==> src/rtl/accel_tilt_roll_pitch_unit_assert.svh <==
// Assertion macros used by the tilt unit's top level.
// Depends on nothing; included by the top level of the tilt unit.
`ifndef ACCEL_TILT_ROLL_PITCH_UNIT_ASSERT_SVH
`define ACCEL_TILT_ROLL_PITCH_UNIT_ASSERT_SVH

// Same-cycle implication, disabled while reset is high.
`define ATRP_ASSERT_IMPLIES(label, clk, rst, ante, cons, msg) \
   label: assert property (@(posedge clk) disable iff (rst) (ante) |-> (cons)) \
      else $error(msg);

// Next-cycle implication, disabled while reset is high.
`define ATRP_ASSERT_NEXT(label, clk, rst, ante, cons, msg) \
   label: assert property (@(posedge clk) disable iff (rst) (ante) |=> (cons)) \
      else $error(msg);

`endif

==> src/rtl/atrp_sqrt_cell.sv <==
// One cell of the square-root chain: settles one bit of the root per beat.
// Depends on nothing; instantiated by the tilt unit's top level.
`default_nettype none

module atrp_sqrt_cell #(
   parameter int ROOT_W = 30,
   parameter int PASS_W = 42
) (
   input  logic                  clock,
   input  logic                  reset,
   input  logic                  en,
   input  logic                  prev_valid,
   input  logic [2*ROOT_W-1:0]   prev_rad,
   input  logic [ROOT_W:0]       prev_rem,
   input  logic [ROOT_W-1:0]     prev_root,
   input  logic [PASS_W-1:0]     prev_pass,
   output logic                  valid_ff,
   output logic [2*ROOT_W-1:0]   rad_ff,
   output logic [ROOT_W:0]       rem_ff,
   output logic [ROOT_W-1:0]     root_ff,
   output logic [PASS_W-1:0]     pass_ff
);

   logic [ROOT_W+2:0]   cur;
   logic [ROOT_W+2:0]   sub;
   logic [ROOT_W+3:0]   trial;
   logic                ge;
   logic [2*ROOT_W-1:0] rad_in;
   logic [ROOT_W:0]     rem_in;
   logic [ROOT_W-1:0]   root_in;

   assign cur     = {prev_rem, prev_rad[2*ROOT_W-1 -: 2]};
   assign sub     = {1'b0, prev_root, 2'b01};
   assign trial   = {1'b0, cur} - {1'b0, sub};
   assign ge      = !trial[ROOT_W+3];
   assign rem_in  = ge ? trial[ROOT_W:0] : cur[ROOT_W:0];
   assign root_in = {prev_root[ROOT_W-2:0], ge};
   assign rad_in  = {prev_rad[2*ROOT_W-3:0], 2'b00};

   always_ff @(posedge clock) begin
      if (reset) begin
         valid_ff <= 1'b0;
      end else if (en) begin
         valid_ff <= prev_valid;
      end
   end

   always_ff @(posedge clock) begin
      if (en) begin
         rad_ff  <= rad_in;
         rem_ff  <= rem_in;
         root_ff <= root_in;
         pass_ff <= prev_pass;
      end
   end

endmodule

`default_nettype wire

==> config.mk <==
export PLATFORM = sky130hd
export DESIGN_NAME = atrp_sqrt_cell
export DESIGN_NICKNAME = d
export VERILOG_FILES = /design/src/rtl/accel_tilt_roll_pitch_unit_assert.svh /design/src/rtl/atrp_sqrt_cell.sv
export SDC_FILE = /design/constraint.sdc
export NUM_CORES = 1
export LEC_CHECK = 0
export ABC_AREA = 0
export BUFFER_PORTS_ARGS = -buffer_cell sky130_fd_sc_hd__buf_2
export CORE_MARGIN = 8
export CORE_UTILIZATION = 50
export CTS_CLUSTER_DIAMETER = 40
export DETAILED_ROUTE_END_ITERATION = 10
export MAX_ROUTING_LAYER = met4
export PLACE_DENSITY = 0.91
export SETUP_SLACK_MARGIN = 0.5
export SYNTH_ARGS = -nofsm -noshare
export SYNTH_HDL_FRONTEND = slang
export SYNTH_SLANG_ARGS = --single-unit
==> constraint.sdc <==
create_clock -name clock -period 7.6 [get_ports clock]
set_input_delay 1.52 -clock clock [delete_from_list [all_inputs] [get_ports clock]]
set_output_delay 1.52 -clock clock [all_outputs]
set_load 0.03 [all_outputs]
==> results.ini <==
[run_status]
status = completed

[drt]
vias_per_cell = 5.207
drcViolationCount = 0
ant_nets = 0
wire_per_inst_um = 20.95
wl_um = 21290
vias = 5290
drt_iter0_markers = 520
dr.pass1.iters = 5

[timing]
finClkSkew_ns = 0
tns_ns = 0
hold_viol = 0
worst_pin_slew_ns = 1.044
fin_crit_sh = 0.5465
fin_hold_ws_ns = 0.5545
setup_violations = 0
fmax_mhz = 240.8
min_period_ns = 4.153
slew_violations = 0
rsz0062_at_grt = no
slew_headroom = 0.3043

[clock_network]
cts_resized = 0
cts_tree = yes
holdBufCountCts = 0
clk_path_buf_depth = 2
cts_buffers = 17
cts_root_buf = clkbuf_16
postCtsSetupRepairBufs = 0
insertion_delay_ns = 0.41
htreeDepth = 4
clkSlewWorstSetupHoldPaths_ns = 0.06
clock-sinks = 162

[pwr]
power_density_nw_per_um2 = 266.0
p_leak_uw = 0.004157
ir_drop_uv = 126.4

[die]
start_util = 0.5066
dieWidth_um = 133.9
die_h_um = 133.9
num_io_pins = 331
core_um2 = 13720
dieArea_um2 = 17930
rows = 43

[synth]
ys_seq_area_frac = 0.6985
synth-seq-cells = 162
synth_warnings = 0
syn_area_um2 = 6950
yosysMostFrequentCell = edfxtp_1
syn_avg_cell_area_um2 = 14.21
synth_commonest_cells = edfxtp_1, a21oi_1, nor2_1
syn_inst = 489
yosysTopAreaCell = edfxtp_1
yosysUniqueCellTypes = 54
async_reset_ff_frac = 0
synth_edf_count = 161
ys_top_cells_by_area = edfxtp_1, ha_1, a21oi_1
ys_dominant_reg_cell = edfxtp_1
synth_top_area_frac = 0.6956

[grt]
grt_pass1_wl_um = 31010
antenna_found_initial = 1
grt_usage = 0.2382
grt_pass1_vias = 5261
grt_max_degree = 86
gr-total-overflow = 0

[critical_path]
r2r_start = valid_ff$_SDFFE_PP0P_
ff2ff_setup_slack_ns = 6.98
crit_top_cell = o211ai_1
max_stage_delay_ns = 0.49
worstPathArrival_ns = 4.32
crit_start = prev_root[1]
end_kind = flop
worstPathMaxFanout = 36
cp_slowest_cell = o21ai_4
path_cells = buf_2 > inv_1 > ha_1 > o211ai_1 > o21ai_2 > o211ai_1 > a21oi_1 > o21ai_1 > o21ai_4 > buf_4 > mux2_2
cp-start-kind = primary input
path_class = primary input to flop
cp.required_ns = 7.77

[placed_design]
dp.cells = 984
port_buffers = 328
gp_congestion = 0.8889
dp_hpwl_um = 16930

[finish]
fillers = 974
nets = 1021
final_cell_count_no_fill = 1016
syn2layout_area_growth_pct = 34.65
drive_gt1_frac = 0.4443

[min_path]
min-delay-start = valid_ff$_SDFFE_PP0P_
hp-class = flop to flop

[job]
cap_violations = 0

-- worst max-delay path, delay by kind of cell --
kind | cells | cell delay, ns
compound gates | 6 | 1.49
fa+ha+maj | 1 | 0.34
buf+inv | 3 | 0.58
mux | 1 | 0.38
-- path summary, 6_finish.rpt --
| check | endpoint | cells after the start |
|---|---|---|
| hold reg to reg | valid_ff$_SDFFE_PP0P_ | 2 |
| hold / removal | valid_ff$_SDFFE_PP0P_ | 2 |
| setup reg to reg | valid_ff$_SDFFE_PP0P_ | 2 |
| setup / recovery | rem_ff[21]$_DFFE_PP_ | 11 |
-- placed cells by master, fill, tap and decap left out, types with 3 or more instances in the layout --
cell	netlist	final
clkbuf_16	0	17
clkinv_4	0	3
o21ai_1	4	3
nand2b_1	6	6
nand4_1	5	5
o21ai_0	12	12
inv_1	36	36
inv_6	0	5
a21o_1	9	9
nor3_1	6	6
edfxtp_1	161	161
xor2_1	8	8
o211ai_1	6	6
nor2_1	37	37
a21oi_1	46	46
xnor2_1	21	21
nand2_1	25	25
a31oi_1	6	6
or3_1	4	4
o21a_1	3	3
buf_2	8	327
ha_1	31	31
mux2_1	5	5
nand3_1	8	8
-- cell type report --
class | instances | area, µm² | area share
clock buffer | 17 | 425.4 | 0.04545
multi-input combinational | 276 | 1886 | 0.2015
tap | 180 | 225.2 | 0.02406
clock inverter | 14 | 167.7 | 0.01791
timing repair buffer | 330 | 1663 | 0.1777
antenna | 1 | 2.502 | 0.0002674
sequential | 162 | 4855 | 0.5187
inverter | 36 | 135.1 | 0.01444
-- registers in the layout (all words and copies together), names as in the netlist --
register  flops
rad_ff       58
root_ff      30
valid_ff      1
pass_ff      42
rem_ff       31
-- through the flow --
step,setup slack (ns),cell area [µm²],util,total power [µW]
after floorplan,3.980,6954,-,1457
after global placement,3.105,8763,0.6388,1629
after detailed placement,3.021,8763,0.6388,1649
after CTS,3.471,9356,0.6820,2505
after global routing,3.197,9359,0.6822,2578
final,3.447,9359,0.6822,2490
-- cell families after synthesis --
group,share of synthesized area
flip-flops,0.6985
AO/OA/AOI/OAI,0.09703
AND/OR/NAND/NOR,0.06805
buffers and inverters,0.03240
adder cells (fa/ha/maj),0.05581
XOR/XNOR,0.03654
multiplexers,0.01116
other,0.0005395
-- where the power goes --
part           switching [µW]  leakage, µW  internal, µW  total, µW
sequential               21.7      0.00158          1080       1110
clock                     365     0.000285           493        858
combinational             361      0.00229           165        526
total                     748      0.00416          1740       2490
-- metal layers --
metal / track usage / share of wire / vias up
met3: 0.06208 / 0.076 / 39
met4: 0.1011 / 0.030 / 0
met2: 0.4099 / 0.53 / 265
met5: - / 0 / -
li1: - / - / 2498
met1: 0.2565 / 0.37 / 2488
Note: power is estimated with default switching activity, not from simulation.
