===== config.mk =====
export PLATFORM = sky130hd
export DESIGN_NAME = atrp_prerot
export DESIGN_NICKNAME = d
export VERILOG_FILES = /design/src/rtl/accel_tilt_roll_pitch_unit_assert.svh /design/src/rtl/atrp_pkg.sv /design/src/rtl/atrp_prerot.sv
export SDC_FILE = /design/constraint.sdc
export NUM_CORES = 1
export LEC_CHECK = 0
export ABC_CLOCK_PERIOD_IN_PS = 3150
export BUFFER_PORTS_ARGS = -buffer_cell sky130_fd_sc_hd__buf_2
export CAP_MARGIN = 20
export CORE_AREA = 4 4 106 108
export DETAILED_ROUTE_END_ITERATION = 12
export DIE_AREA = 0 0 110 112
export PLACE_DENSITY = 0.81
export SYNTH_ARGS = -nofsm -noshare
export SYNTH_HDL_FRONTEND = slang
export SYNTH_SLANG_ARGS = --single-unit
export TNS_END_PERCENT = 10

===== constraint.sdc =====
create_clock -name clock -period 3.15 [get_ports clock]
set_input_delay 0.63 -clock clock [delete_from_list [all_inputs] [get_ports clock]]
set_output_delay 0.63 -clock clock [all_outputs]
set_load 0.03 [all_outputs]

===== src/rtl/accel_tilt_roll_pitch_unit_assert.svh =====
// Assertion macros used by the tilt unit's top level.
// Depends on nothing; included by the top level of the tilt unit.
`ifndef ACCEL_TILT_ROLL_PITCH_UNIT_ASSERT_SVH
`define ACCEL_TILT_ROLL_PITCH_UNIT_ASSERT_SVH

// Same-cycle implication, disabled while reset is high.
`define ATRP_ASSERT_IMPLIES(label, clk, rst, ante, cons, msg) \
   label: assert property (@(posedge clk) disable iff (rst) (ante) |-> (cons)) \
      else $error(msg);

// Next-cycle implication, disabled while reset is high.
`define ATRP_ASSERT_NEXT(label, clk, rst, ante, cons, msg) \
   label: assert property (@(posedge clk) disable iff (rst) (ante) |=> (cons)) \
      else $error(msg);

`endif


===== src/rtl/atrp_pkg.sv =====
// Package of the tilt unit: defaults, fixed-point formats and the arctangent table.
// Depends on nothing; used by every module of the tilt unit but the square-root cell.
`default_nettype none

package atrp_pkg;

   localparam int SAMPLE_WIDTH_DEF    = 14;
   localparam int ANGLE_FRAC_BITS_DEF = 8;
   localparam int CORDIC_STAGES_DEF   = 16;

   localparam int GUARD_BITS      = 16;
   localparam int TAB_FRAC        = 24;
   localparam int TAB_LEN         = 24;
   localparam int TAB_W           = 31;
   localparam int ACC_W           = 34;
   localparam int ROLL_LIMIT_DEG  = 180;
   localparam int PITCH_LIMIT_DEG = 90;

   localparam logic signed [ACC_W-1:0] QUARTER_TURN = ACC_W'(90 * (2 ** TAB_FRAC));

   localparam logic [TAB_W-1:0] ATAN_DEG_TAB [TAB_LEN] = '{
      31'd754974720, 31'd445687602, 31'd235489088, 31'd119537938,
      31'd60000934,  31'd30029717,  31'd15018523,  31'd7509720,
      31'd3754917,   31'd1877466,   31'd938734,    31'd469367,
      31'd234684,    31'd117342,    31'd58671,     31'd29335,
      31'd14668,     31'd7334,      31'd3667,      31'd1833,
      31'd917,       31'd458,       31'd229,       31'd115
   };

endpackage

`default_nettype wire


===== src/rtl/atrp_prerot.sv =====
// Entry cell of a CORDIC chain: turns a left-half-plane vector by a quarter turn.
// Depends on atrp_pkg; instantiated by the tilt unit's top level.
`default_nettype none

module atrp_prerot import atrp_pkg::*; #(
   parameter int CORD_W = 33
) (
   input  logic                     clock,
   input  logic                     reset,
   input  logic                     en,
   input  logic                     prev_valid,
   input  logic signed [CORD_W-1:0] prev_x,
   input  logic signed [CORD_W-1:0] prev_y,
   output logic                     valid_ff,
   output logic signed [CORD_W-1:0] x_ff,
   output logic signed [CORD_W-1:0] y_ff,
   output logic signed [ACC_W-1:0]  acc_ff,
   output logic                     zero_ff
);

   logic signed [CORD_W-1:0] x_in;
   logic signed [CORD_W-1:0] y_in;
   logic signed [ACC_W-1:0]  acc_in;
   logic                     zero_in;

   always_comb begin
      zero_in = (prev_x == '0) && (prev_y == '0);
      x_in    = prev_x;
      y_in    = prev_y;
      acc_in  = '0;
      if (prev_x[CORD_W-1]) begin
         if (!prev_y[CORD_W-1]) begin
            acc_in = QUARTER_TURN;
            x_in   = prev_y;
            y_in   = -prev_x;
         end else begin
            acc_in = -QUARTER_TURN;
            x_in   = -prev_y;
            y_in   = prev_x;
         end
      end
   end

   always_ff @(posedge clock) begin
      if (reset) begin
         valid_ff <= 1'b0;
      end else if (en) begin
         valid_ff <= prev_valid;
      end
   end

   always_ff @(posedge clock) begin
      if (en) begin
         x_ff    <= x_in;
         y_ff    <= y_in;
         acc_ff  <= acc_in;
         zero_ff <= zero_in;
      end
   end

endmodule

`default_nettype wire


==> flow_summary.toml, run 1 <==
[layout]
multi_input_area_um2 = 2730
postLayoutCellArea_um2 = 6140
fillers = 905
nNetsFinal = 792
ff_latch_area_um2 = 2120
antennaDiodeCount = 0
final_core_util_pct = 60.0
area_delta_synth_final_pct = 17.3
drive_above_1_share_pct = 26.4

[die]
die-area_um2 = 12300
ios = 172
num_rows = 37
core-area_um2 = 10200
fp.dieW_um = 110
start_util_pct = 51.1
dieHeight_um = 112

[pwr]
leakage_uw = 0.00240
power_uw = 2630
power_density_nw_per_um2 = 429
ir_worst_vdd_mv = 0.221

[hold_path]
hp-class = "in2reg"
min-delay-start = "reset"

[placement]
port_buffers = 146
dpl-instance-area_um2 = 5950
place_ws_ps = 233
gp_congestion = 0.865
hpwl_um = 11100

[clock_tree]
h-tree-depth = 3
clkTransAtPathRegs_ps = 80
cts_made_buffers = 9
postCtsSetupBuffers = 0
cts_hold_buf = 0
clkSinkCount = 71
tritoncts = "built"
cts_max_path_buffers = 2
root_buffer = "clkbuf_8"
cts_resized = 0
worstSkewPairLatency_ps = 350

[global_route]
overflow = 0
grt_usage_pct = 25.0
grt_pass1_wl_um = 24600
grt_pass1_vias = 4908
grt_max_degree = 70
antenna_found_initial = 0

[drt]
ant_nets = 0
via_per_inst = 6.16
drtPass1Iterations = 5
via_count = 5288
avgRoutedWirePerCell_um = 17.8
routed_wl_um = 15300
drt_iter0_markers = 458
route.detailed.drc = 0

[yosys]
yosysSeqAreaShare_pct = 40.6
yosysWarningCount = 0
syn_inst = 593
synth_top_cells_by_area = "edfxtp_1 40%, or4_1 4.7%, buf_4 4.4%"
ys.flop_type = "edfxtp_1"
yosysUniqueCellTypes = 59
yosysTopAreaCellShare_pct = 40.2
synth_area_um2 = 5230
synth-edff-count = 70
yosys.area.top_type = "edfxtp_1"
avgSynthCellArea_um2 = 8.82
synthArstFlopShare_pct = 0
synth_seq_cells = 71

[worst_setup_path]
crit_path_start_kind = "primary input"
worstSetupPathType = "in2reg"
startpoint = "prev_y[11]"
endpoint_kind = "register"
r2r_start = "valid_ff"
cp_max_fo = 8
crit_arrival_ps = 2680
cp.required_ps = 3260

[timing]
tns_ps = 0
hold_viol = 0
rsz0062_at_grt = "false"
worst_slack_ps = 575
worst_pin_slew_ps = 660
period_share_pct = 81.7
fmax_ghz = 0.388
slew_headroom_pct = 56.0
setup_viol = 0
skew_ps = 0
fin_crit_ps = 2580
slew_violations = 0

[outcome]
outcome = "completed"

[flow_run]
drv_cap = 0
-- worst paths after layout --
| check | to | cells after the start | slack [ps] |
|---|---|---|---|
| setup / recovery | x_ff[32] | 7 | 570 |
| hold / removal | valid_ff | 2 | 420 |
| setup reg to reg | valid_ff | 2 | 2570 |
| hold reg to reg | valid_ff | 2 | 490 |
-- critical path: stages --
cell    delay [ps]
buf_2          120
or4_4          590
or3_4          390
or3_4          360
nor3_2         160
ha_1           240
and3_1         190
-- cell usage in the layout, fill, tap and decap left out, types with 4 or more instances in the layout --
cell and count:
o2111ai_1 4, o211ai_1 4, nor3_1 29, and3_1 9
buf_2 146, a41oi_1 4, ha_1 4, o31ai_1 15
nor4_1 10, buf_4 19, a31oi_1 6, o41ai_1 4
xor2_1 10, nand3_1 33, a21oi_1 44, nand4_1 8
or3_1 19, nand2_1 42, or2_2 4, o21ai_0 12
clkbuf_8 9, or4_1 33, nor2b_1 4, nor2_1 60
inv_1 13, edfxtp_1 70, conb_1 25, xnor2_1 15
a2bb2oi_1 10, nand3b_1 4
-- synth_stat cells, types with 10 or more instances --
cell type / count
o31ai_1: 15
nor4_1: 10
o21ai_0: 12
xor2_1: 10
nor2_1: 60
buf_4: 31
inv_1: 13
a2bb2oi_1: 10
nand2_1: 42
edfxtp_1: 70
xnor2_1: 15
nand3_1: 33
clkbuf_1: 40
a21oi_1: 44
or4_1: 33
nor3_1: 29
or3_1: 19
-- sequential cells by signal, summed over array words and instances, names as in the netlist --
register and count:
zero_ff 1, valid_ff 1, x_ff 33, acc_ff 3, y_ff 33
-- metal layers --
metal | track usage, % | routed length, um | vias to the layer above
met5 | 0 | 0 | -
met4 | 8.73 | 297 | 0
met3 | 3.65 | 1500 | 29
met2 | 38.8 | 7030 | 311
met1 | 35.4 | 6500 | 2473
li1 | - | - | 2475
-- power by group --
part | switching, uW | total (uW) | internal, uW
clock network | 360 | 719 | 359
logic | 524 | 739 | 215
registers | 25.8 | 1170 | 1150
total | 910 | 2630 | 1720
-- kinds of logic after synthesis --
group,count (synthesis),synth area share (%)
other,1,0.0717
AO/OA/AOI/OAI,127,16.7
buffers and inverters,89,8.92
XOR/XNOR,25,4.19
flip-flops,71,40.6
adder cells (fa/ha/maj),4,0.957
AND/OR/NAND/NOR,273,28.1
multiplexers,3,0.574
-- per-stage QoR --
stage                     cells  hold slack [ps]
after floorplan             617              630
after global placement      843              468
after detailed placement    843              480
after CTS                   859              408
after global routing        859              404
final                       859              418
-- layout make-up --
cell class              count  share of cell area, %
multi-input cells         457                   44.5
flip-flops and latches     71                   34.6
repair buffers            165                   14.2
well taps                 136                   2.77
clock buffers               9                   2.02
clock inverters             7                   1.04
inverters                  14                  0.856
Power figures use the tool's default switching activity.
==> run 2: changes to the inputs <==
--- a/config.mk
+++ b/config.mk
@@ -5,13 +5,13 @@
 export SDC_FILE = /design/constraint.sdc
 export NUM_CORES = 1
 export LEC_CHECK = 0
-export ABC_CLOCK_PERIOD_IN_PS = 3150
+export ABC_CLOCK_PERIOD_IN_PS = 2120
 export BUFFER_PORTS_ARGS = -buffer_cell sky130_fd_sc_hd__buf_2
 export CAP_MARGIN = 20
-export CORE_AREA = 4 4 106 108
+export CORE_AREA = 4 4 111 113
 export DETAILED_ROUTE_END_ITERATION = 12
-export DIE_AREA = 0 0 110 112
-export PLACE_DENSITY = 0.81
+export DIE_AREA = 0 0 115 117
+export PLACE_DENSITY = 0.78
 export SYNTH_ARGS = -nofsm -noshare
 export SYNTH_HDL_FRONTEND = slang
 export SYNTH_SLANG_ARGS = --single-unit
==> constraint.sdc (replaced) <==
create_clock -name clock -period 2.12 [get_ports clock]
set_input_delay 0.424 -clock clock [delete_from_list [all_inputs] [get_ports clock]]
set_output_delay 0.424 -clock clock [all_outputs]
set_load 0.03 [all_outputs]
==> run 2 against run 1 <==
Critical path type unchanged. Clock power is 140% higher. Hold slack got worse by 190 ps. First-iteration DRC count rose by 10%. Largest power group is now clock. Cell area rose by 15%. Highest routed layer unchanged. Critical endpoint unchanged. Combinational power is 68% higher. The run now ends with negative setup slack left. Final cell count rose by 11%. Die area up 9.2%. Power up 80%.
==> flow_summary.toml, run 2 (synthesis results as in run 1) <==
[worst_setup_path]
cp.required_ps = 2220
reg2reg_to = "valid_ff"
worstSetupPathType = "in2reg"
r2r_start = "valid_ff"
endpoint_kind = "register"
cp_max_fo = 2
crit_path_start_kind = "primary input"
worst-r2r-cell-count = 2
crit_arrival_ps = 2280
rrSetupSlack_ps = 1530

[layout]
postLayoutCellArea_um2 = 7040
final_common_cell = "buf_2"
final_core_util_pct = 62.2
antennaDiodeCount = 0
mostFrequentLayoutCells = "145 x buf_2, 104 x buf_4, 70 x edfxtp_1"
multi_input_area_um2 = 2790
fillers = 949
drive_above_1_share_pct = 35.8
area_delta_synth_final_pct = 34.6
top_regs = "x_ff x33, y_ff x33, acc_ff x3"
nNetsFinal = 879
ff_latch_area_um2 = 2120

[timing]
period_share_pct = 103
rsz0062_at_grt = "true"
setup_viol = 2
skew_ps = 0
worst_slack_ps = -61.0
fin_crit_ps = 2180
tns_ps = -84.4
slew_violations = 0
whs_ps = 232
hold_viol = 0
fmax_ghz = 0.458

[global_route]
grt_pass1_vias = 5337
grt_usage_pct = 24.8
antenna_found_initial = 0
grt_pass1_wl_um = 26500
overflow = 0
grt_max_degree = 75

[die]
fp.dieW_um = 115
dieHeight_um = 117
core-area_um2 = 11300
ios = 172
start_util_pct = 46.2
die-area_um2 = 13500
num_rows = 39

[drt]
avgRoutedWirePerCell_um = 18.2
route.detailed.drc = 0
drtPass1Iterations = 7
routed_wl_um = 17400
drt-met1-wl_um = 6870
drt_iter0_markers = 506
ant_nets = 0
dr.max_layer_used = "met4"
via_per_inst = 6.00
met3_length_um = 1680
via_count = 5719
wl_met2_um = 8220

[placement]
dpl-instance-area_um2 = 6640
hpwl_um = 12500
port_buffers = 146
gp_congestion = 0.943

[clock_tree]
worstSkewPairLatency_ps = 340
clkSinkCount = 71
root_buffer = "clkbuf_16"
cts_made_buffers = 9
clkTransAtPathRegs_ps = 60
h-tree-depth = 3
tritoncts = "built"
cts_max_path_buffers = 2

[pwr]
power_density_nw_per_um2 = 672
leakage_uw = 0.00291
ir_worst_vdd_mv = 0.428
power_uw = 4730

[hold_path]
hold_path_depth = 2
whs_endpoint = "valid_ff"
min-delay-start = "reset"
hp-class = "in2reg"

[outcome]
outcome = "complete, but fails checks"
violations = "negative setup slack"

[flow_run]
drv_cap = 0
-- run 2: area by class of cell --
class / instances / share of cell area [%]
clock buffer: 10 / 3.25
clock inverter: 6 / 1.55
inverter: 14 / 0.747
multi-input combinational: 457 / 39.6
sequential: 71 / 30.1
tap: 143 / 2.54
timing repair buffer: 252 / 22.1
-- run 2: critical path, cell delays in order --
cell and delay (ps):
buf_2 120, or4_4 530, or3_4 350, or3_4 340, nor3_2 110, ha_1 240
and3_1 170
-- run 2: how the worst max path moves through the flow --
stage                     startpoint       end  slack (ps)  cells after the start
after floorplan           prev_y[11]  x_ff[32]        -570                      8
after global placement     prev_x[0]  y_ff[32]        -450                     10
after detailed placement   prev_x[0]  y_ff[32]        -490                     10
after CTS                 prev_y[11]  x_ff[32]         -50                      7
after global routing      prev_y[11]  x_ff[32]         -90                      7
final                     prev_y[10]  x_ff[32]         -60                      7
-- run 2: repair_timing --
item	in CTS	in global routing
resized for setup	5	10
setup buffers	0	0
setup endpoints to repair	10	13
hold buffers	0	0
pin swaps	1	1
-- run 2: routing by layer --
layer | vias to the layer above | GRT usage (%)
met5 | - | 0
met4 | 0 | 12.2
met3 | 57 | 4.11
met2 | 360 | 40.8
met1 | 2659 | 31.7
li1 | 2643 | -
-- run 2: where the power goes --
| group | switching [uW] | internal (uW) |
|---|---|---|
| logic | 827 | 411 |
| registers | 34.8 | 1710 |
| clock network | 599 | 1150 |
| total | 1460 | 3270 |
-- run 2: through the flow --
stage	setup WS, ps	std cells
floorplan	-573	617
global placement	-455	937
detailed placement	-491	937
CTS	-46.6	953
global route	-94.4	953
finish	-61.0	953
