**config.mk**
```make
export PLATFORM = sky130hd
export DESIGN_NAME = atrp_cordic_cell
export DESIGN_NICKNAME = d
export VERILOG_FILES = /design/src/rtl/accel_tilt_roll_pitch_unit_assert.svh /design/src/rtl/atrp_pkg.sv /design/src/rtl/atrp_cordic_cell.sv
export SDC_FILE = /design/constraint.sdc
export NUM_CORES = 1
export LEC_CHECK = 0
export BUFFER_PORTS_ARGS = -buffer_cell sky130_fd_sc_hd__buf_2
export CAP_MARGIN = 20
export CORE_MARGIN = 5
export CORE_UTILIZATION = 50
export CTS_CLUSTER_SIZE = 20
export DETAILED_ROUTE_END_ITERATION = 8
export GPL_ROUTABILITY_DRIVEN = 0
export PLACE_DENSITY = 0.72
export RECOVER_POWER = 25
export SLEW_MARGIN = 20
export SYNTH_ARGS = -nofsm -noshare
export SYNTH_HDL_FRONTEND = slang
export SYNTH_SLANG_ARGS = --single-unit
export TNS_END_PERCENT = 50
```
**constraint.sdc**
```tcl
create_clock -name clock -period 5.8 [get_ports clock]
set_input_delay 1.74 -clock clock [delete_from_list [all_inputs] [get_ports clock]]
set_output_delay 1.74 -clock clock [all_outputs]
set_load 0.01 [all_outputs]
```
**src/rtl/accel_tilt_roll_pitch_unit_assert.svh**
```systemverilog
// Assertion macros used by the tilt unit's top level.
// Depends on nothing; included by the top level of the tilt unit.
`ifndef ACCEL_TILT_ROLL_PITCH_UNIT_ASSERT_SVH
`define ACCEL_TILT_ROLL_PITCH_UNIT_ASSERT_SVH

// Same-cycle implication, disabled while reset is high.
`define ATRP_ASSERT_IMPLIES(label, clk, rst, ante, cons, msg) \
   label: assert property (@(posedge clk) disable iff (rst) (ante) |-> (cons)) \
      else $error(msg);

// Next-cycle implication, disabled while reset is high.
`define ATRP_ASSERT_NEXT(label, clk, rst, ante, cons, msg) \
   label: assert property (@(posedge clk) disable iff (rst) (ante) |=> (cons)) \
      else $error(msg);

`endif

```
**src/rtl/atrp_pkg.sv**
```systemverilog
// Package of the tilt unit: defaults, fixed-point formats and the arctangent table.
// Depends on nothing; used by every module of the tilt unit but the square-root cell.
`default_nettype none

package atrp_pkg;

   localparam int SAMPLE_WIDTH_DEF    = 14;
   localparam int ANGLE_FRAC_BITS_DEF = 8;
   localparam int CORDIC_STAGES_DEF   = 16;

   localparam int GUARD_BITS      = 16;
   localparam int TAB_FRAC        = 24;
   localparam int TAB_LEN         = 24;
   localparam int TAB_W           = 31;
   localparam int ACC_W           = 34;
   localparam int ROLL_LIMIT_DEG  = 180;
   localparam int PITCH_LIMIT_DEG = 90;

   localparam logic signed [ACC_W-1:0] QUARTER_TURN = ACC_W'(90 * (2 ** TAB_FRAC));

   localparam logic [TAB_W-1:0] ATAN_DEG_TAB [TAB_LEN] = '{
      31'd754974720, 31'd445687602, 31'd235489088, 31'd119537938,
      31'd60000934,  31'd30029717,  31'd15018523,  31'd7509720,
      31'd3754917,   31'd1877466,   31'd938734,    31'd469367,
      31'd234684,    31'd117342,    31'd58671,     31'd29335,
      31'd14668,     31'd7334,      31'd3667,      31'd1833,
      31'd917,       31'd458,       31'd229,       31'd115
   };

endpackage

`default_nettype wire

```
**src/rtl/atrp_cordic_cell.sv**
```systemverilog
// One vectoring CORDIC micro-rotation, fixed by its stage index.
// Depends on atrp_pkg for the arctangent table; instantiated by the top level.
`default_nettype none

module atrp_cordic_cell import atrp_pkg::*; #(
   parameter int STAGE  = 0,
   parameter int CORD_W = 33
) (
   input  logic                     clock,
   input  logic                     reset,
   input  logic                     en,
   input  logic                     prev_valid,
   input  logic signed [CORD_W-1:0] prev_x,
   input  logic signed [CORD_W-1:0] prev_y,
   input  logic signed [ACC_W-1:0]  prev_acc,
   input  logic                     prev_zero,
   output logic                     valid_ff,
   output logic signed [CORD_W-1:0] x_ff,
   output logic signed [CORD_W-1:0] y_ff,
   output logic signed [ACC_W-1:0]  acc_ff,
   output logic                     zero_ff
);

   localparam logic signed [ACC_W-1:0] STEP_ANGLE =
      $signed({{(ACC_W-TAB_W){1'b0}}, ATAN_DEG_TAB[STAGE]});

   logic signed [CORD_W-1:0] dx;
   logic signed [CORD_W-1:0] dy;
   logic signed [CORD_W-1:0] x_in;
   logic signed [CORD_W-1:0] y_in;
   logic signed [ACC_W-1:0]  acc_in;

   assign dx = prev_y >>> STAGE;
   assign dy = prev_x >>> STAGE;

   always_comb begin
      if (!prev_y[CORD_W-1]) begin
         x_in   = prev_x + dx;
         y_in   = prev_y - dy;
         acc_in = prev_acc + STEP_ANGLE;
      end else begin
         x_in   = prev_x - dx;
         y_in   = prev_y + dy;
         acc_in = prev_acc - STEP_ANGLE;
      end
   end

   always_ff @(posedge clock) begin
      if (reset) begin
         valid_ff <= 1'b0;
      end else if (en) begin
         valid_ff <= prev_valid;
      end
   end

   always_ff @(posedge clock) begin
      if (en) begin
         x_ff    <= x_in;
         y_ff    <= y_in;
         acc_ff  <= acc_in;
         zero_ff <= prev_zero;
      end
   end

endmodule

`default_nettype wire

```
==> flow_summary.json, run 1 <==
{
  "post-cts-setup-buffers": 0,
  "synth_nets": 1212,
  "root_buffer": "clkbuf_16",
  "ant_nets": 0,
  "multiInputGateArea_um2": 5300,
  "min_period_over_period_pct": 79.8,
  "yosys.area.top_type": "edfxtp_1",
  "reg2regPathDepth": 2,
  "path_buf_inv": 2,
  "fmax_mhz": 216,
  "dp_hpwl_um": 20400,
  "critPathMostFrequentCell": "o21ai_2",
  "area_delta_synth_final_pct": 16.3,
  "ir_worst_vdd_mv": 0.159,
  "ff2ff_setup_slack_ps": 5190,
  "placed_area_um2": 10100,
  "critPathSlowestCell": "ha_1",
  "fin_ws_ps": 1170,
  "clock_latency_ps": 350,
  "wl_per_cell_um": 18.4,
  "fin_nets": 1388,
  "rsz0062_at_grt": "no",
  "row_count": 48,
  "path_class": "input port to flip-flop",
  "path_cells": "buf_2, inv_1, ha_1, nor2b_1, or2_0, or4b_4, o21ai_2, a31oi_1, a21bo_1, or4_1, o21ai_2, xnor2_1",
  "seq_power_share_pct": 39.1,
  "placed_cells": 1389,
  "seqCellArea_um2": 3020,
  "crit_end": "x_ff[32]$_DFFE_PP_",
  "p_per_area_nw_per_um2": 240,
  "yosys.cell_types.count": 73,
  "clk_path_buf_depth": 2,
  "synth_most_common_cell": "ha_1",
  "p_sw_share_pct": 34.7,
  "slew_viol_final": 71,
  "synth.cell_area_um2": 8900,
  "cp_top_family": "simple AND/OR/NAND/NOR gates",
  "combinationalPowerShare_pct": 35.8,
  "r2r-end": "valid_ff$_SDFFE_PP0P_",
  "synth.area.top_cells": "edfxtp_1, ha_1, xnor2_1",
  "maxCapViolations": 1,
  "path_clk_slew_ps": 70,
  "cts-hold-fix-buffers": 0,
  "grtUsageTotal_pct": 24.3,
  "cpPeakStageDelay_ps": 580,
  "die_h_um": 143,
  "grt_max_degree": 71,
  "critPathCaptureType": "flip-flop",
  "gr-total-overflow": 0,
  "ys.flop_type": "edfxtp_1",
  "p_int_mw": 1.63,
  "grt_pass1_vias": 7660,
  "relSlewSlack_pct": -22.6,
  "start_util_pct": 51.3,
  "vias": 8137,
  "status": "finished with violations",
  "arrival_ps": 4740,
  "fin_cells": 1405,
  "reg2reg_from": "valid_ff$_SDFFE_PP0P_",
  "firstDrtPassIters": 5,
  "io_pins": 207,
  "cts.sinks": 101,
  "htree_levels": 3,
  "vias_per_cell": 5.79,
  "tightest_slew_ps": 1840,
  "dpl_worst_slack_ps": 897,
  "core_um2": 17400,
  "hold_viol": 0,
  "ys_seq_area_share_pct": 34.0,
  "cp.depth": 12,
  "failed_checks": "capacitance limit, slew limit",
  "ys_warn_count": 0,
  "async_flop_share_pct": 0,
  "routed_wl_um": 25800,
  "post_cts_resized": 0,
  "power.leakage_nw": 4.68,
  "grt_pass1_wl_um": 39800,
  "port-buffer-count": 206,
  "cts_buffers": 9,
  "synth_area_per_cell_um2": 8.91,
  "crit_start": "prev_x[13]",
  "die_area_um2": 20600,
  "synth_top_area_share_pct": 33.7,
  "antenna_found_initial": 0,
  "crit_required_ps": 5910,
  "synthTopCellsByCount": "ha_1, a21oi_1, inv_1",
  "fin_hold_ws_ps": 509,
  "synth_edf_count": 100,
  "final_cell_area_um2": 10400,
  "finClkSkew_ps": 0,
  "syn_inst": 999,
  "setup_tns_ps": 0,
  "drt_iter0_markers": 710,
  "p_clk_share_pct": 25.0,
  "die_x_um": 143,
  "diodes": 0,
  "fillers": 1575,
  "hold_class": "flip-flop to flip-flop",
  "layout-drive-gt1-share_pct": 20.6,
  "crit_path_start_kind": "input port",
  "cts_tree": "built",
  "drcViolationCount": 0,
  "worstPathMaxFanout": 13,
  "final.min_clock_period_ps": 4630,
  "p_sw_mw": 0.863,
  "ys_ff_latch": 101,
  "setup_viol": 0
}
## how the worst min path moves through the flow
stage / start / to / slack [ps] / cells after the start
6_report: valid_ff$_SDFFE_PP0P_ / valid_ff$_SDFFE_PP0P_ / 510 / 2
5_1_grt: valid_ff$_SDFFE_PP0P_ / valid_ff$_SDFFE_PP0P_ / 550 / 2
4_1_cts: valid_ff$_SDFFE_PP0P_ / valid_ff$_SDFFE_PP0P_ / 520 / 2
3_5_place_dp: valid_ff$_SDFFE_PP0P_ / valid_ff$_SDFFE_PP0P_ / 500 / 2
3_3_place_gp: valid_ff$_SDFFE_PP0P_ / valid_ff$_SDFFE_PP0P_ / 470 / 2
2_1_floorplan: valid_ff$_SDFFE_PP0P_ / valid_ff$_SDFFE_PP0P_ / 530 / 2
## power groups by stage
stage               Clock (mW)  Combinational (mW)  Sequential [mW]
finish                   0.623               0.891            0.974
global route             0.665               0.972            0.984
CTS                      0.639               0.884            0.974
detailed placement           0               0.879            0.990
global placement             0               0.869            0.988
floorplan                    0               0.503             1.04
## per-stage QoR
step           power, mW  util, %
2_1_floorplan       1.55        -
3_3_place_gp        1.86     58.0
3_5_place_dp        1.87     58.0
4_1_cts             2.50     59.7
5_1_grt             2.62     59.7
6_report            2.49     59.7
## state kept, by name, indices dropped and copies added, names as in the netlist
signal,cells
acc_ff,34
y_ff,33
x_ff,32
valid_ff,1
zero_ff,1
## final cells by class
| class | instances | area share (%) |
|---|---|---|
| repair buffers | 209 | 10.1 |
| well taps | 225 | 2.72 |
| clock buffers | 10 | 2.21 |
| inverters | 108 | 3.91 |
| flip-flops and latches | 101 | 29.2 |
| multi-input cells | 746 | 51.2 |
| clock inverters | 6 | 0.665 |
## cell families (layout without fill, tap and decap cells)
kind of cell / Yosys count / after routing / share of synthesized area, %
multiplexers: 11 / 11 / 1.25
AND/OR/NAND/NOR: 247 / 247 / 13.3
buffers and inverters: 152 / 333 / 6.55
AO/OA/AOI/OAI: 309 / 309 / 22.5
XOR/XNOR: 71 / 71 / 6.98
flip-flops: 101 / 101 / 34.0
adder cells (fa/ha/maj): 108 / 108 / 15.5
## tightest hold or removal path: stages (launching register included)
cell	delay, ps
dfxtp_1	330
mux2i_1	70
nor2_1	80
## cell usage in the layout, fill, tap and decap left out, drive strengths merged, types with 14 or more instances in the layout
master,instances
buf,205
inv,108
ha,104
a21oi,102
edfxtp,100
nor2,91
o21ai,68
xnor2,62
nand2,47
nor3,26
a21o,25
o21bai,20
nand3,16
clkbuf,14
## routing by layer
layer / vias to the layer above / share of wire [%] / GRT usage (%)
met5: - / 0 / 0
met4: 0 / 2.0 / 7.28
met3: 45 / 9.4 / 2.73
met2: 431 / 45 / 39.4
met1: 3740 / 43 / 34.4
li1: 3921 / - / -
Power figures use the tool's default switching activity.
==> inputs of run 2 (changes only) <==
clock period = 4.7 ns   (was 5.8 ns; I/O delays follow)
==> run 2 against run 1 <==
Compared with the run above:
- worst setup slack lost 730 ps
- sequential cell count is the same
- the run still ends with capacitance limit, slew limit left
- register-to-register slack lost 1100 ps
- total power grew 23%
- critical endpoint is now x_ff[24]$_DFFE_PP_
- worst hold slack gained 3.5 ps
==> flow_summary.json, run 2 (synthesized netlist as in run 1, its figures left out) <==
{
  "top_register": "acc_ff",
  "gr-total-overflow": 0,
  "met1_usage_pct": 33.6,
  "seqCellArea_um2": 3020,
  "critPathMostFrequentCell": "a21oi_1",
  "worstPathMaxFanout": 4,
  "die_area_um2": 20600,
  "hold_viol": 0,
  "drt_iter0_markers": 676,
  "port-buffer-count": 206,
  "wl_per_cell_um": 18.4,
  "grt_pass1_vias": 7825,
  "grt.met3_usage_pct": 3.33,
  "largest_reg_flops": 34,
  "final.min_clock_period_ps": 4260,
  "crit_path_start_kind": "input port",
  "io_pins": 207,
  "final_common_cell": "buf_2",
  "critPathSlowestCell": "a221oi_2",
  "fin_ws_ps": 442,
  "antenna_found_initial": 0,
  "power.leakage_nw": 4.70,
  "critPathCaptureType": "flip-flop",
  "post-cts-setup-buffers": 0,
  "use_met2_pct": 40.4,
  "dp_hpwl_um": 20600,
  "cpPeakStageDelay_ps": 440,
  "tightest_slew_ps": 1710,
  "vias": 8144,
  "fmax_mhz": 235,
  "start_util_pct": 51.3,
  "fin_nets": 1396,
  "hold_class": "flip-flop to flip-flop",
  "path_cells": "clkbuf_1, ha_1, fa_1, nor2b_1, o311ai_1, a21oi_1, o21bai_1, a21oi_1, a221oi_2, nor2_1, a221oi_1, xor2_1",
  "gr-max-usage-layer": "met2",
  "diodes": 0,
  "row_count": 48,
  "grtUsageTotal_pct": 24.5,
  "ant_nets": 0,
  "final_cell_area_um2": 10400,
  "dpl_worst_slack_ps": 195,
  "fillers": 1509,
  "path_clk_slew_ps": 80,
  "setup_tns_ps": 0,
  "layout-drive-gt1-share_pct": 21.0,
  "p_per_area_nw_per_um2": 293,
  "ff2ff_setup_slack_ps": 4090,
  "crit_required_ps": 4790,
  "clock_latency_ps": 350,
  "cts_buffers": 9,
  "path_class": "input port to flip-flop",
  "ir_worst_vdd_mv": 0.197,
  "status": "finished with violations",
  "root_buffer": "clkbuf_16",
  "routed_wl_um": 26000,
  "grt_max_degree": 69,
  "final_cell_mix": "buf_2, ha_1, inv_1, a21oi_1, edfxtp_1",
  "min_period_over_period_pct": 90.6,
  "failed_checks": "capacitance limit, slew limit",
  "slew_viol_final": 69,
  "cts-hold-fix-buffers": 0,
  "die_h_um": 143,
  "finClkSkew_ps": 0,
  "maxCapViolations": 1,
  "arrival_ps": 4350,
  "multiInputGateArea_um2": 5300,
  "drcViolationCount": 0,
  "core_um2": 17400,
  "cts_tree": "built",
  "rsz0062_at_grt": "no",
  "die_x_um": 143,
  "area_delta_synth_final_pct": 16.7,
  "clk_path_buf_depth": 2,
  "setup_viol": 0,
  "placed_area_um2": 10100,
  "vias_per_cell": 5.76,
  "top_regs": "acc_ff: 34 flops, y_ff: 33 flops, x_ff: 32 flops",
  "grt_pass1_wl_um": 40300,
  "post_cts_resized": 0,
  "firstDrtPassIters": 5,
  "cts.sinks": 101,
  "htree_levels": 3,
  "relSlewSlack_pct": -14.0,
  "total_power_mw": 3.05
}
-- run 2: cell types whose count changed in the layout (fill, tap and decap cells not counted) --
cell | previous run | this run
buf_2 | 202 | 200
clkinv_4 | 1 | 0
buf_4 | 3 | 11
inv_6 | 2 | 3
clkbuf_1 | 4 | 6
bufinv_16 | 1 | 0
inv_8 | 0 | 1
-- run 2: per-layer routing --
metal	vias to the layer above	share of wire (%)
met3	43	10
met1	3728	42
met5	-	0
met2	444	45
li1	3929	-
met4	0	2.3
-- run 2: worst paths after layout --
path / endpoint / startpoint / cells past startpoint
worst min-delay path: valid_ff$_SDFFE_PP0P_ / valid_ff$_SDFFE_PP0P_ / 2
worst max-delay path: x_ff[24]$_DFFE_PP_ / prev_x[0] / 12
worst min register to register: valid_ff$_SDFFE_PP0P_ / valid_ff$_SDFFE_PP0P_ / 2
worst max register to register: valid_ff$_SDFFE_PP0P_ / valid_ff$_SDFFE_PP0P_ / 2
-- run 2: power by group --
group	internal (mW)	switching, mW	leakage (nW)
clock network	0.369	0.369	0.136
logic	0.430	0.680	3.58
registers	1.16	0.0357	0.987
total	1.96	1.09	4.70
-- run 2: cell type report --
type                    instances  share of cell area, %
multi-input cells             746                   51.0
flip-flops and latches        101                   29.1
repair buffers                217                   10.7
inverters                     108                   3.90
well taps                     225                   2.71
clock buffers                  10                   2.20
clock inverters                 6                  0.482
-- run 2: per-stage QoR --
step           hold slack [ps]  std cells  util (%)
2_1_floorplan              528        999         -
3_3_place_gp               472       1397      58.3
3_5_place_dp               501       1397      58.3
4_1_cts                    523       1413      59.9
5_1_grt                    579       1413      59.9
6_report                   513       1413      59.9
-- run 2: worst max-delay path, delay by kind of cell --
kind | cells | cell delay (ps)
compound gates | 6 | 1760
fa+ha+maj | 2 | 660
simple gates | 2 | 290
buf+inv | 1 | 120
xor+xnor | 1 | 120
